`src/sv/brbl_pkg.sv`:
```
package brbl_pkg;

   typedef struct packed {
      logic [1:0]  mode;
      logic [7:0]  real_size_cm;
      logic [9:0]  box_left;
      logic [10:0] box_width;
      logic [9:0]  box_height;
   } req_item_type;

   typedef struct packed {
      logic signed [15:0] pos_x_cm;
      logic signed [15:0] pos_y_cm;
      logic               saturated;
   } rsp_item_type;

   localparam logic [1:0] MODE_HEIGHT_CENTER = 2'd0;
   localparam logic [1:0] MODE_HEIGHT_RIGHT  = 2'd1;
   localparam logic [1:0] MODE_WIDTH_CENTER  = 2'd2;

   localparam logic CSR_BEARING_OFFSET = 1'b0;
   localparam logic CSR_HEADING_SIGN   = 1'b1;

   // Focal length over sensor size in Q1.16.
   localparam logic [16:0] K_HEIGHT = 17'd86169;
   localparam logic [16:0] K_WIDTH  = 17'd64233;
   // Horizontal field of view in 1/256 degree.
   localparam logic [13:0] FOV_Q8   = 14'd13696;
   localparam int TURN_Q8         = 92160;
   localparam int HALF_TURN_Q8    = 46080;
   localparam int QUARTER_TURN_Q8 = 23040;
   localparam logic [23:0] RANGE_MAX = 24'hFFFFFF;

   localparam int CORDIC_STEPS = 16;
   localparam int XY_W = 33;
   localparam int Z_W  = 25;
   localparam logic signed [XY_W-1:0] CORDIC_GAIN = 33'sd652032874;
   localparam logic signed [Z_W-1:0] ATAN_TAB [CORDIC_STEPS] = '{
      25'sd2949120, 25'sd1740967, 25'sd919879, 25'sd466945,
      25'sd234379,  25'sd117305,  25'sd58666,  25'sd29335,
      25'sd14668,   25'sd7334,    25'sd3667,   25'sd1833,
      25'sd917,     25'sd458,     25'sd229,    25'sd115
   };

   // Width of the bearing quotient; the bearing product itself stays below 2^26.
   localparam int BRG_W = 25;

   function automatic int brbl_num_w(int cols, int rows);
      int dim;
      dim = (cols > rows) ? cols : rows;
      return 25 + $clog2(dim + 1) - 8;
   endfunction

   function automatic int brbl_div_w(int cols, int rows);
      int n;
      n = brbl_num_w(cols, rows);
      return (n > BRG_W) ? n : BRG_W;
   endfunction

   function automatic int brbl_latency(int cols, int rows);
      return brbl_div_w(cols, rows) + CORDIC_STEPS + 6;
   endfunction

endpackage

```
`src/sv/brbl_cordic_cell.sv`:
```
module brbl_cordic_cell
   import brbl_pkg::*;
#(
   parameter int STEP = 0
) (
   input  logic                   clock,
   input  logic signed [XY_W-1:0] x_i,
   input  logic signed [XY_W-1:0] y_i,
   input  logic signed [Z_W-1:0]  z_i,
   output logic signed [XY_W-1:0] x_ff,
   output logic signed [XY_W-1:0] y_ff,
   output logic signed [Z_W-1:0]  z_ff
);

   logic signed [XY_W-1:0] dx, dy, x_in, y_in;
   logic signed [Z_W-1:0]  z_in;

   always_comb begin
      dx = y_i >>> STEP;
      dy = x_i >>> STEP;
      if (!z_i[Z_W-1]) begin
         x_in = x_i - dx;
         y_in = y_i + dy;
         z_in = z_i - ATAN_TAB[STEP];
      end else begin
         x_in = x_i + dx;
         y_in = y_i - dy;
         z_in = z_i + ATAN_TAB[STEP];
      end
   end

   always_ff @(posedge clock) begin
      x_ff <= x_in;
      y_ff <= y_in;
      z_ff <= z_in;
   end

endmodule

```
`config.mk`:
```
export PLATFORM = sky130hd
export DESIGN_NAME = brbl_cordic_cell
export DESIGN_NICKNAME = d
export VERILOG_FILES = /design/src/sv/brbl_pkg.sv /design/src/sv/brbl_cordic_cell.sv
export SDC_FILE = /design/constraint.sdc
export NUM_CORES = 1
export LEC_CHECK = 0
export CAP_MARGIN = 20
export CORE_MARGIN = 10
export CORE_UTILIZATION = 60
export CTS_BUF_LIST = sky130_fd_sc_hd__clkbuf_16
export DETAILED_ROUTE_END_ITERATION = 16
export DONT_BUFFER_PORTS = 1
export HOLD_SLACK_MARGIN = 0.02
export PLACE_DENSITY = 0.76
export SLEW_MARGIN = 5
export SYNTH_ARGS = -nofsm -noshare
export SYNTH_HDL_FRONTEND = slang
export SYNTH_SLANG_ARGS = --single-unit
```
`constraint.sdc`:
```
create_clock -name clock -period 7.9 [get_ports clock]
set_clock_uncertainty 0.15 [all_clocks]
set_input_delay 1.185 -clock clock [delete_from_list [all_inputs] [get_ports clock]]
set_output_delay 1.185 -clock clock [all_outputs]
set_load 0.01 [all_outputs]
```
; ---- Word-level counts from Yosys, hierarchy flattened
; Cells that the tools add are included.
[totals]
regBits = 91
in_bits = 92
elab_cells = 11
[classes]
addsub = 5
n_mux = 3
[ops]
columns = cell, count
row1 = $mux 33, 2
row2 = $sub 33x33->33, 2
row3 = $add 33x33->33, 1
row4 = $add 25x23->25 const B, 1
row5 = $mux 25, 1
row6 = $sub 25x23->25 const B, 1

; ---- Logic depth before layout (Yosys ltp)
[logic_depth]
ltp_word = 2
depth_mapped = 12
mapped_depth_nobuf = 12

; ---- Worst setup path before layout
; Ideal clock, no wire load.
[synth_timing]
kind = in2reg
start = input x_i[6]
end = register x_ff[31]
setup_ps = 122
arrival_ps = 3275
setup_slack_ps = 4353
path_stages = 12
path_buffers = 1
path_cell_list = inv_1 ha_1 buf_6 inv_4 a21o_1 or4_4 nand2_4 o21ai_2 a221oi_4 o211ai_2 a31o_1 a311o_1
[synth_between]
elab_chain_len = 2
word_cells_on_any_way = 3
[synth_rtl]
columns = item, line_no
row1 = from (decl), brbl_cordic_cell.sv:7  ; input logic signed [XY_W-1:0] x_i,
row2 = $sub 33x33->33 or $add 33x33->33 (tied branches), "brbl_cordic_cell.sv:22, brbl_cordic_cell.sv:26"
row3 = $mux 33 *, brbl_cordic_cell.sv:21  ; if (!z_i[Z_W-1]) begin
row4 = named net x_in[31], brbl_cordic_cell.sv:15  ; logic signed [XY_W-1:0] dx, dy, x_in, y_in;
row5 = to (signal assigned), brbl_cordic_cell.sv:33  ; x_ff <= x_in;
row6 = to (decl), brbl_cordic_cell.sv:10  ; output logic signed [XY_W-1:0] x_ff,
; The timed path passes the listed nets; every way through them passes the cells marked *.

; ---- Worst setup path after layout
[layout_timing]
start = input x_i[17]
end = register x_ff[29]
; The elaborated chain is that of the path after synthesis.

==> results.toml <==
[clock_tree]
cts_setup_buffers = 0
cts_buffers = 9
clockRootBuffer = "clkbuf_16"
htreeDepth = 3
hold_buffers = 0
clk_pin_slew_ns = 0.06
cts.path.max_buffers = 2
cts_tree = "done"
cts_num_sinks = 90
cts-resized-gates = 0

[logic_synthesis]
synth_async_sr_flop_share = 0
syn_inst = 985
ys.flop_type = "dfxtp_1"
synth_area_mm2 = 0.00779
synth.area.top_cells = "dfxtp_1 23%, ha_1 18%, a21oi_1 7.5%"
synth_enable_flop_cells = 0
synth_most_common_cell = "a21oi_1"
synth-seq-cells = 90
synth.avg_cell_area_um2 = 7.91
syn_nets = 1192
seq_area_frac_synth = 0.231
synth_cell_types = 80
netlist.area_leader.share = 0.231
yosysTopAreaCell = "dfxtp_1"
synth_warnings = 0
synthTopCellsByCount = "117 x a21oi_1, 111 x ha_1, 104 x inv_1"

[timing]
slew_viol_final = 0
min_period_ns = 4.05
hold_viol_final = 0
rsz0062_at_grt = "false"
setup_viol = 0
setup_tns_ns = 0
fin_crit_sh = 0.513
relSlewSlack = 0.512
timing.fmax_ghz = 0.247
tightest_slew_ns = 0.726

[power_and_ir_drop]
finalPower_uw = 1590
combPwrFrac = 0.301
p_switching_uw = 579
irDropWorstVdd_uv = 105
swShare = 0.363
cellPowerDensity_mw_per_mm2 = 195
p_leak_uw = 0.00364
power_frac_seq = 0.403
p_clk_frac = 0.296
internal_power_uw = 1010

[critical_path]
crit_buf_inv = 2
cp_data_required_time_ns = 8.02
path_class = "input port to flop"
endpoint_kind = "flop"
startpoint_type = "input port"
crit_fanout = 12
slowest_stage = "nor3_1"
arrival_ns = 4.17
path_cells = "inv_1 > ha_1 > clkinv_1 > nor3_1 > and4_1 > a21oi_1 > o21ai_1 > o21ai_0 > o2111a_1 > a31oi_1 > xnor2_1"
critPathTopFamily = "compound AO/OA/AOI/OAI gates"
cp_slowest_stage_delay_ns = 0.63

[floorplan]
fp.dieH_um = 134
initial_core_util = 0.615
ioPinCount = 183
die_area_mm2 = 0.0179
coreArea_mm2 = 0.0127
dieWidth_um = 134
rows = 41

[global_routing]
met3_usage = 0.0754
overflow = 0
use_met2 = 0.376
met1_usage = 0.302
grt_pass1_vias = 6761
grt_start_max_net_pins = 87
grt.busiest_layer = "met2"
grt_pass1_wl_um = 35500
antenna_found_initial = 0
gr-usage-all-layers = 0.239

[finish]
area_growth_pct = 4.54
fin_nets = 1162
antenna_cells = 0
stdcell_count = 1132
drive_gt1_frac = 0.0417
fillCellCount = 1155

[place]
numPortBuffers = 0
hpwlAfterDp_um = 17600
gp_congestion = 0.940
dp_cells = 1116

[detailed_routing]
drtIter0Drc = 754
detail_route.wl_per_cell_um = 19.8
via_per_inst = 6.25
vias = 7080
postRouteAntennaNets = 0
drc = 0
finalWirelength_um = 22400
dr.pass1.iters = 5

[job]
drv_cap = 0

[run_status]
status = "complete, no violations"

[hold_path]
hold_path_class = "input port to flop"
## layout by cell type, fill, tap and decap left out, types with 5 or more instances in the layout
master     synthesis  routed
xnor2_1           59      59
nand2b_1          12      12
or2_2              5       5
o211ai_1          11      11
a211oi_1          13      13
o21bai_1          27      27
a31oi_1           12      12
nand4_1           14      14
o21ai_0           58      58
nor2_1            65      65
nor2b_1            6       6
ha_1             111     111
nand2_1           49      49
nor4_1             7       7
dfxtp_1           90      90
clkbuf_16          0       9
xor2_1             8       8
o21a_1             6       6
mux2i_1           15      15
inv_1            104     104
nor3_1            20      20
a21o_1            15      15
nand3_1           22      22
o31ai_1           12      12
a21oi_1          117     117
## cells by family (layout without fill, tap and decap cells)
group           after synthesis  after routing  share of synthesized area
compound gates              322            322                      0.266
simple gates                224            224                      0.141
fa+ha+maj                   115            115                      0.188
xor+xnor                     67             67                     0.0753
mux                          15             15                     0.0193
buf+inv                     152            127                     0.0780
flops                        90             90                      0.231
## per-layer routing
layer,wire length (um),vias to the layer above
li1,-,3391
met1,9370,3226
met2,10000,409
met3,2430,54
met4,553,0
met5,0,-
## final cells by class
type / count / area (um^2) / share of cell area
clock inverters: 7 / 98.8 / 0.0121
flip-flops and latches: 90 / 1800 / 0.221
well taps: 172 / 215 / 0.0264
inverters: 110 / 415 / 0.0510
repair buffers: 1 / 7.51 / 0.000921
clock buffers: 9 / 225 / 0.0276
multi-input cells: 743 / 5380 / 0.661
## through the flow
| step | instance area [um^2] | worst slack, ns | hold WS [ns] | util |
|---|---|---|---|---|
| floorplan | 7790 | 4.35 | 1.06 | - |
| global placement | 7820 | 3.60 | 1.06 | 0.617 |
| detailed placement | 7820 | 3.61 | 1.06 | 0.617 |
| CTS | 8150 | 3.96 | 0.700 | 0.643 |
| global route | 8150 | 3.69 | 0.700 | 0.643 |
| finish | 8150 | 3.85 | 0.712 | 0.643 |
## flip-flops by register name (all words and copies together), names as in the netlist
register  cells
x_ff         32
y_ff         33
z_ff         25
## power groups by stage
stage / Sequential, uW / Clock (uW) / Combinational (uW)
after floorplan: 631 / 0 / 374
after global placement: 655 / 0 / 462
after detailed placement: 656 / 0 / 463
after CTS: 647 / 478 / 468
after global routing: 654 / 499 / 526
final: 642 / 472 / 478
## worst paths after layout
path                  startpoint  slack [ns]  cells after the start        to
worst max-delay path     x_i[17]        3.85                     11  x_ff[29]
worst min-delay path      z_i[6]        0.71                      0   z_ff[6]
Note: power is estimated with default switching activity, not from simulation.
