--- src/sv/brbl_pkg.sv ---
package brbl_pkg;

   typedef struct packed {
      logic [1:0]  mode;
      logic [7:0]  real_size_cm;
      logic [9:0]  box_left;
      logic [10:0] box_width;
      logic [9:0]  box_height;
   } req_item_type;

   typedef struct packed {
      logic signed [15:0] pos_x_cm;
      logic signed [15:0] pos_y_cm;
      logic               saturated;
   } rsp_item_type;

   localparam logic [1:0] MODE_HEIGHT_CENTER = 2'd0;
   localparam logic [1:0] MODE_HEIGHT_RIGHT  = 2'd1;
   localparam logic [1:0] MODE_WIDTH_CENTER  = 2'd2;

   localparam logic CSR_BEARING_OFFSET = 1'b0;
   localparam logic CSR_HEADING_SIGN   = 1'b1;

   // Focal length over sensor size in Q1.16.
   localparam logic [16:0] K_HEIGHT = 17'd86169;
   localparam logic [16:0] K_WIDTH  = 17'd64233;
   // Horizontal field of view in 1/256 degree.
   localparam logic [13:0] FOV_Q8   = 14'd13696;
   localparam int TURN_Q8         = 92160;
   localparam int HALF_TURN_Q8    = 46080;
   localparam int QUARTER_TURN_Q8 = 23040;
   localparam logic [23:0] RANGE_MAX = 24'hFFFFFF;

   localparam int CORDIC_STEPS = 16;
   localparam int XY_W = 33;
   localparam int Z_W  = 25;
   localparam logic signed [XY_W-1:0] CORDIC_GAIN = 33'sd652032874;
   localparam logic signed [Z_W-1:0] ATAN_TAB [CORDIC_STEPS] = '{
      25'sd2949120, 25'sd1740967, 25'sd919879, 25'sd466945,
      25'sd234379,  25'sd117305,  25'sd58666,  25'sd29335,
      25'sd14668,   25'sd7334,    25'sd3667,   25'sd1833,
      25'sd917,     25'sd458,     25'sd229,    25'sd115
   };

   // Width of the bearing quotient; the bearing product itself stays below 2^26.
   localparam int BRG_W = 25;

   function automatic int brbl_num_w(int cols, int rows);
      int dim;
      dim = (cols > rows) ? cols : rows;
      return 25 + $clog2(dim + 1) - 8;
   endfunction

   function automatic int brbl_div_w(int cols, int rows);
      int n;
      n = brbl_num_w(cols, rows);
      return (n > BRG_W) ? n : BRG_W;
   endfunction

   function automatic int brbl_latency(int cols, int rows);
      return brbl_div_w(cols, rows) + CORDIC_STEPS + 6;
   endfunction

endpackage

--- src/sv/brbl_div_cell.sv ---
module brbl_div_cell
   import brbl_pkg::*;
#(
   parameter int W  = 30,
   parameter int DW = 13
) (
   input  logic          clock,
   input  logic [W-1:0]  q_i,
   input  logic [DW-1:0] rem_i,
   input  logic [DW-1:0] den_i,
   output logic [W-1:0]  q_ff,
   output logic [DW-1:0] rem_ff,
   output logic [DW-1:0] den_ff
);

   logic [DW:0]   trial;
   logic          ge;
   logic [W-1:0]  q_in;
   logic [DW-1:0] rem_in;

   // One restoring step: bring down the next dividend bit and try the divisor.
   always_comb begin
      trial  = {rem_i, q_i[W-1]};
      ge     = (trial >= {1'b0, den_i});
      rem_in = ge ? DW'(trial - {1'b0, den_i}) : DW'(trial);
      q_in   = {q_i[W-2:0], ge};
   end

   always_ff @(posedge clock) begin
      q_ff   <= q_in;
      rem_ff <= rem_in;
      den_ff <= den_i;
   end

endmodule

--- config.mk ---
export PLATFORM = sky130hd
export DESIGN_NAME = brbl_div_cell
export DESIGN_NICKNAME = d
export VERILOG_FILES = /design/src/sv/brbl_pkg.sv /design/src/sv/brbl_div_cell.sv
export SDC_FILE = /design/constraint.sdc
export NUM_CORES = 1
export LEC_CHECK = 0
export BUFFER_PORTS_ARGS = -buffer_cell sky130_fd_sc_hd__buf_2
export CAP_MARGIN = 10
export CORE_UTILIZATION = 39
export DETAILED_ROUTE_END_ITERATION = 10
export PLACE_DENSITY = 0.72
export SLEW_MARGIN = 10
export SYNTH_ARGS = -nofsm -noshare
export SYNTH_HDL_FRONTEND = slang
export SYNTH_SLANG_ARGS = --single-unit
--- constraint.sdc ---
create_clock -name clock -period 2.4 [get_ports clock]
set_clock_uncertainty 0.15 [all_clocks]
set_input_delay 0.24 -clock clock [delete_from_list [all_inputs] [get_ports clock]]
set_output_delay 0.24 -clock clock [all_outputs]
set_load 0.02 [all_outputs]
After elaboration in Yosys (flattened, before gate mapping)
Index checks and enable logic that the tools add are counted.
Widths: inputs -> output; s select.
{ "classes": {"addsub": 1, "n_lt_le_gt_ge": 1, "n_mux": 1} }
{ "ops": {"columns": ["operator", "n"], "rows": [
  ["$ge 14x13->1", 1],
  ["$mux 13", 1],
  ["$sub 13x13->13", 1]
]} }
{ "totals": {"register_bits": 56, "inputBits": 57, "out_inout_bits": 56, "word_cells": 6} }

Depth between registers and ports, before layout
Gate-level depths: netlist of the first run.
{ "logic_depth": {"ltp_word": 2, "depth_mapped": 11, "depth_no_buf": 10} }

Least setup slack after synthesis of the first run
OpenSTA, ideal clock, no wires.
{ "synth_timing": {"kind": "input -> register", "start": "in q_i[29]", "end": "reg rem_ff[10]", "setup_ps": 121, "arrival_time_ps": 2295, "required_time_ps": 2129, "path_slack_ps": -166, "path_stages": 11, "path_buffers": 1, "cell_sequence": "inv_1 ha_1 inv_1 fa_1 a21oi_1 o2111ai_2 a2111oi_2 or2_1 buf_6 inv_6 mux2_4"} }
{ "synth_between": {"elab_chain_len": 2, "word_cells_on_any_way": 3, "classes_between": "add/sub (1); order compare (1); mux (1)"} }
{ "synth_rtl": {"columns": ["item", "line", "rtl"], "rows": [
  ["start, declared", "brbl_div_cell.sv:8", "input logic [W-1:0] q_i,"],
  ["$ge 14x13->1", "brbl_div_cell.sv:24", "ge = (trial >= {1'b0, den_i});"],
  ["named net ge", "brbl_div_cell.sv:17", "logic ge;"],
  ["$mux 13", "brbl_div_cell.sv:25", "rem_in = ge ? DW'(trial - {1'b0, den_i}) : DW'(trial);"],
  ["named net rem_in[10]", "brbl_div_cell.sv:19", "logic [DW-1:0] rem_in;"],
  ["end signal, assigned", "brbl_div_cell.sv:31", "rem_ff <= rem_in;"],
  ["end, declared", "brbl_div_cell.sv:12", "output logic [DW-1:0] rem_ff,"]
]} }
The timed path passes the listed nets, and every way through them passes these cells.

Final worst setup path of the first run
{ "layout_timing": {"start": "in q_i[29]", "end": "reg rem_ff[8]"} }
The elaborated chain is that of the path after synthesis.

==> results.cfg, run 1 <==
[sta]
relSlewSlack_pct = 75.3
finalSetupTns_ns = 0
hold_violations = 0
period_share_pct = 91.5
rsz0062_at_grt = false
tightest_slew_ns = 0.369
setup_violations = 0
min_period_ns = 2.20
fmax_mhz = 455
setup_slack_ns = 0.203
maxSlewViolCount = 0

[die]
coreArea_sq_um = 4850
start_util_pct = 41.8
io_pins = 113
die_width_microns = 74.1
fp.dieH_microns = 74.1
die-area_sq_um = 5490
rows = 25

[logic_synthesis]
syn_inst = 174
synth_seq_cells = 56
synth_area_leaders = dfxtp_1 (55%), ha_1 (8.0%), mux2_4 (5.9%), inv_1 (3.3%), a21oi_1 (2.2%)
synth_edf_count = 0
synth.cell_area_sq_um = 2030
synth_top_area_cell = dfxtp_1
ys_seq_area_share_pct = 55.3
synthArstFlopShare_pct = 0
dominantRegCellSynth = dfxtp_1
ys_types = 41
synthesis.nets = 245
yosys.area.top_type_share_pct = 55.3
yosys_warnings = 0
avgSynthCellArea_sq_um = 11.7

[clock_tree]
htree_num_levels = 2
numCtsBuffers = 5
cts_tree = yes
clk_pin_slew_ns = 0.09
root_buffer = clkbuf_8
post_cts_buffers = 0
cts_buffer_depth = 2
cts_sinks = 56

[global_routing]
grt_usage_pct = 19.3
grt_max_degree = 17
met1_usage_pct = 20.0
busiest_layer = met2
grt_pass1_wl_microns = 8000
gr-total-overflow = 0
antenna_found_initial = 0
gr-usage-met3_pct = 4.88
first_global_vias = 1816
met2_usage_pct = 36.6

[placement]
place_area_sq_um = 2840
place_congestion = 0.835
port_buffers = 112
hpwl_microns = 3650
pre_cts_ws_ns = -0.223

[route]
detail-route-antenna-nets = 0
drt_iter0_drc = 27
vias_per_cell = 4.53
drc = 0
drt-total-wl_microns = 5310
avgRoutedWirePerCell_microns = 12.6
via_count = 1908
dr.pass1.iters = 4

[setup_path]
critPathArrivalTime_ns = 2.24
worstPathRequired_ns = 2.44
worstSetupEndpointType = register
start_kind = primary input
cp_max_fo = 10
path_class = in -> reg

[cells_and_area]
final_util_pct = 69.9
final_cell_mix = buf_2 (112), dfxtp_1 (56), dlygate4sd3_1 (42)
nets = 425
drive_above_1_share_pct = 43.8
antenna_cells = 0
fin_area_sq_um = 3390
area_delta_synth_final_pct = 67.2
final_common_cell = buf_2

[pwr]
p_leak_nw = 1.70
peakVddDrop_v = 0.000328
power_mw = 2.37
power_density_nw_per_um2 = 698

[worst_hold_path]
hold_path_class = in -> reg

[job]
maxCapViolations = 0

[run_status]
status = finished clean
[synthesized netlist by cell type, types with 2 or more instances]
| master | instances |
|---|---|
| or3_1 | 2 |
| nor2_1 | 5 |
| dfxtp_1 | 56 |
| ha_1 | 13 |
| nand2_1 | 9 |
| xor2_1 | 4 |
| mux2_4 | 8 |
| xnor2_1 | 4 |
| nand3_1 | 4 |
| a21o_1 | 2 |
| a21oi_1 | 9 |
| o21ai_0 | 5 |
| o31ai_1 | 2 |
| nor3_1 | 4 |
| inv_1 | 18 |
| nand2b_1 | 2 |
| o211ai_1 | 3 |
[final timing paths]
check | from | to | slack [ns] | cells past startpoint
max | q_i[29] | rem_ff[8] | 0.20 | 11
min | rem_i[3] | rem_ff[4] | 0.03 | 2
[worst max-delay path, cell delays in order]
cell,delay [ns]
buf_2,0.10
inv_1,0.05
ha_1,0.15
inv_1,0.05
fa_1,0.40
a21oi_2,0.23
o2111ai_4,0.14
a2111oi_4,0.27
or2_4,0.22
inv_6,0.07
mux2_4,0.30
[repair_timing]
item,CTS,global route
endpoints found under the hold margin,42,0
resized for setup,0,1
setup endpoints to repair,0,5
hold buffers,42,0
[layer usage]
layer,up-vias,wire length [microns]
met3,14,443
met5,-,0
li1,962,-
met4,0,127
met2,81,2640
met1,851,2100
[where the power goes]
| group | total (mW) | internal, mW | switching [mW] |
|---|---|---|---|
| clock | 0.693 | 0.410 | 0.283 |
| combinational | 0.637 | 0.311 | 0.326 |
| sequential | 1.04 | 1.02 | 0.0199 |
| total | 2.37 | 1.74 | 0.628 |
[final cells by class]
cell class,instances,area (sq um)
clock buffer,5,68.8
inverter,19,76.3
clock inverter,2,60.1
tap,67,83.8
sequential,56,1120
timing repair buffer,174,1130
multi-input combinational,98,850
fill,395,1460
[logic make-up (layout without fill, tap and decap cells)]
family | after synthesis | count (layout) | share of synthesized area [%]
multiplexers | 10 | 10 | 6.97
AO/OA/AOI/OAI | 32 | 32 | 12.3
adder cells (fa/ha/maj) | 14 | 14 | 9.01
AND/OR/NAND/NOR | 34 | 34 | 8.70
XOR/XNOR | 8 | 8 | 3.45
buffers and inverters | 20 | 200 | 4.32
flip-flops | 56 | 56 | 55.3
[flip-flops by register name, indices dropped and copies added (netlist names)]
name,flops
den_ff,13
q_ff,30
rem_ff,13
[stage by stage]
step	std cells	hold WS, ns
2_1_floorplan	174	0.118
3_3_place_gp	372	0.192
3_5_place_dp	372	0.194
4_1_cts	421	0.0183
5_1_grt	421	0.0165
6_report	421	0.0260
Power figures use the tool's default switching activity.
==> inputs of run 2 (changes only) <==
Settings changed: ABC_AREA from default to 1, CORE_UTILIZATION 39 to 41, PLACE_DENSITY 0.72 to default, PLACE_DENSITY_LB_ADDON from default to 0.1, TNS_END_PERCENT from default to 50.
==> run 2 against run 1 <==
Net effect:
- synthesized area increased by 15%
- routed wire length is 5.7% higher
- non-clock buffer count is 17 lower
- via count increased by 14%
- fmax fell by 0.65%
- sequential power barely moved
- power fell by 2.1%
- global-route usage is essentially flat
- largest cell class is now flip-flops and latches
- highest routed layer unchanged
==> results.cfg, run 2 <==
[run_status]
status = finished clean

[pwr]
peakVddDrop_v = 0.000369
power_mw = 2.32
p_leak_nw = 1.94
internal-power_mw = 1.66
power_density_nw_per_um2 = 660
p_seq_share_pct = 44.3
switching_share_pct = 28.3
p_comb_share_pct = 25.4
clockPowerShare_pct = 30.3
p_sw_mw = 0.657

[global_routing]
gr-total-overflow = 0
busiest_layer = met2
gr-usage-met3_pct = 5.53
first_global_vias = 2011
met2_usage_pct = 32.2
grt_pass1_wl_microns = 9110
grt_max_degree = 17
antenna_found_initial = 0
grt_usage_pct = 19.3
met1_usage_pct = 23.2

[route]
drt-total-wl_microns = 5610
via_count = 2173
avgRoutedWirePerCell_microns = 11.1
detail-route-antenna-nets = 0
dr.pass1.iters = 4
vias_per_cell = 4.31
drc = 0
drt_iter0_drc = 62

[setup_path]
worstPathRequired_ns = 2.46
slowest_stage = dlygate4sd3_1
crit_family = buffers and inverters
max_stage_delay_ns = 0.52
cp_common_cell = nand2_1
critPathArrivalTime_ns = 2.27
path_class = in -> reg
path_cells = dlygate4sd3_1 > buf_2 > ha_1 > inv_1 > fa_1 > nand2_1 > nand2_1 > nand3_1 > nand2_2 > nand2_4 > nand3_4 > buf_4 > nand2_1 > o21ai_2
worstSetupEndpointType = register
cp_num_buf_inv = 4
start_kind = primary input
cp_max_fo = 11

[clock_tree]
numCtsBuffers = 5
cts_sinks = 56
cts_buffer_depth = 2
clk_pin_slew_ns = 0.10
ctsResizeCount = 0
root_buffer = clkbuf_8
cts_tree = yes
htree_num_levels = 2
post_cts_buffers = 0
postCtsHoldBufs = 42

[die]
die-area_sq_um = 5990
die_width_microns = 77.4
io_pins = 113
fp.dieH_microns = 77.4
rows = 27
coreArea_sq_um = 5510
start_util_pct = 42.3

[sta]
hold_violations = 0
fmax_mhz = 452
relSlewSlack_pct = 84.2
finalSetupTns_ns = 0
maxSlewViolCount = 0
min_period_ns = 2.21
period_share_pct = 92.1
tightest_slew_ns = 0.237
rsz0062_at_grt = false
setup_violations = 0
finalHoldWorstSlack_ns = 0.0382

[logic_synthesis]
synth.cell_area_sq_um = 2330
ys_types = 23
yosys.area.top_type_share_pct = 48.1
yosys-top-cells-count = nand2_1 (68), dfxtp_1 (56), inv_1 (51), nand3_1 (14), ha_1 (13)
yosys_warnings = 0
synth_seq_cells = 56
yosysMostFrequentCell = nand2_1
syn_inst = 271
synthArstFlopShare_pct = 0
avgSynthCellArea_sq_um = 8.60
dominantRegCellSynth = dfxtp_1
synth_edf_count = 0
synth_area_leaders = dfxtp_1 (48%), nand2_1 (11%), inv_1 (8.2%), ha_1 (7.0%), nand2_2 (3.2%)
synth_top_area_cell = dfxtp_1
ys_seq_area_share_pct = 48.1
synthesis.nets = 342

[cells_and_area]
antenna_cells = 0
top_regs = q_ff x30, den_ff x13, rem_ff x13
final_common_cell = buf_2
area_delta_synth_final_pct = 50.7
final_cell_mix = buf_2 (112), nand2_1 (68), dfxtp_1 (56)
largest_reg_flops = 30
nets = 503
drive_above_1_share_pct = 37.3
top_register = q_ff
final_util_pct = 63.8

[placement]
place_congestion = 0.811
hpwl_microns = 4060
port_buffers = 112

[worst_hold_path]
hold_path_class = in -> reg

[job]
maxCapViolations = 0
-- run 2: power by group through the flow --
| stage | registers [mW] | logic [mW] | clock network (mW) |
|---|---|---|---|
| 3_5_place_dp | 1.05 | 0.537 | 0 |
| 3_3_place_gp | 1.05 | 0.536 | 0 |
| 4_1_cts | 1.03 | 0.593 | 0.730 |
| 6_report | 1.03 | 0.589 | 0.702 |
| 5_1_grt | 1.04 | 0.650 | 0.771 |
| 2_1_floorplan | 1.16 | 0.260 | 0 |
-- run 2: worst paths after layout --
| path | startpoint | to | slack, ns | cells past startpoint |
|---|---|---|---|---|
| max | den_i[0] | rem_ff[7] | 0.19 | 14 |
| min | rem_i[2] | rem_ff[3] | 0.04 | 3 |
-- run 2: routing by layer --
metal	routed length, microns	part of all wire [%]
met1	2490	44
met3	367	6.5
met2	2630	47
met5	0	0
met4	126	2.2
-- run 2: metrics by stage --
stage | instance area, sq um | setup WS (ns) | cells
final | 3510 | 0.189 | 504
after global routing | 3510 | 0.0314 | 504
after CTS | 3510 | 0.193 | 504
after detailed placement | 2960 | 0.300 | 455
after global placement | 2960 | 0.335 | 455
after floorplan | 2330 | 0.495 | 271
-- run 2: cells by family (layout without fill, tap and decap cells) --
family | after synthesis | count (layout) | share of synthesized area [%]
compound gates | 13 | 13 | 4.56
xor+xnor | 5 | 5 | 1.88
fa+ha+maj | 14 | 14 | 7.84
buf+inv | 59 | 220 | 10.7
flops | 56 | 56 | 48.1
simple gates | 124 | 124 | 26.9
-- run 2: area by class of cell --
cell class                      count  area [sq um]
Sequential cell                    56          1120
Clock buffer                        5          68.8
Tap cell                           72          90.1
Fill cell                         453          1990
Inverter                           56           210
Timing Repair Buffer              157          1000
Multi-Input combinational cell    156           960
Clock inverter                      2          60.1
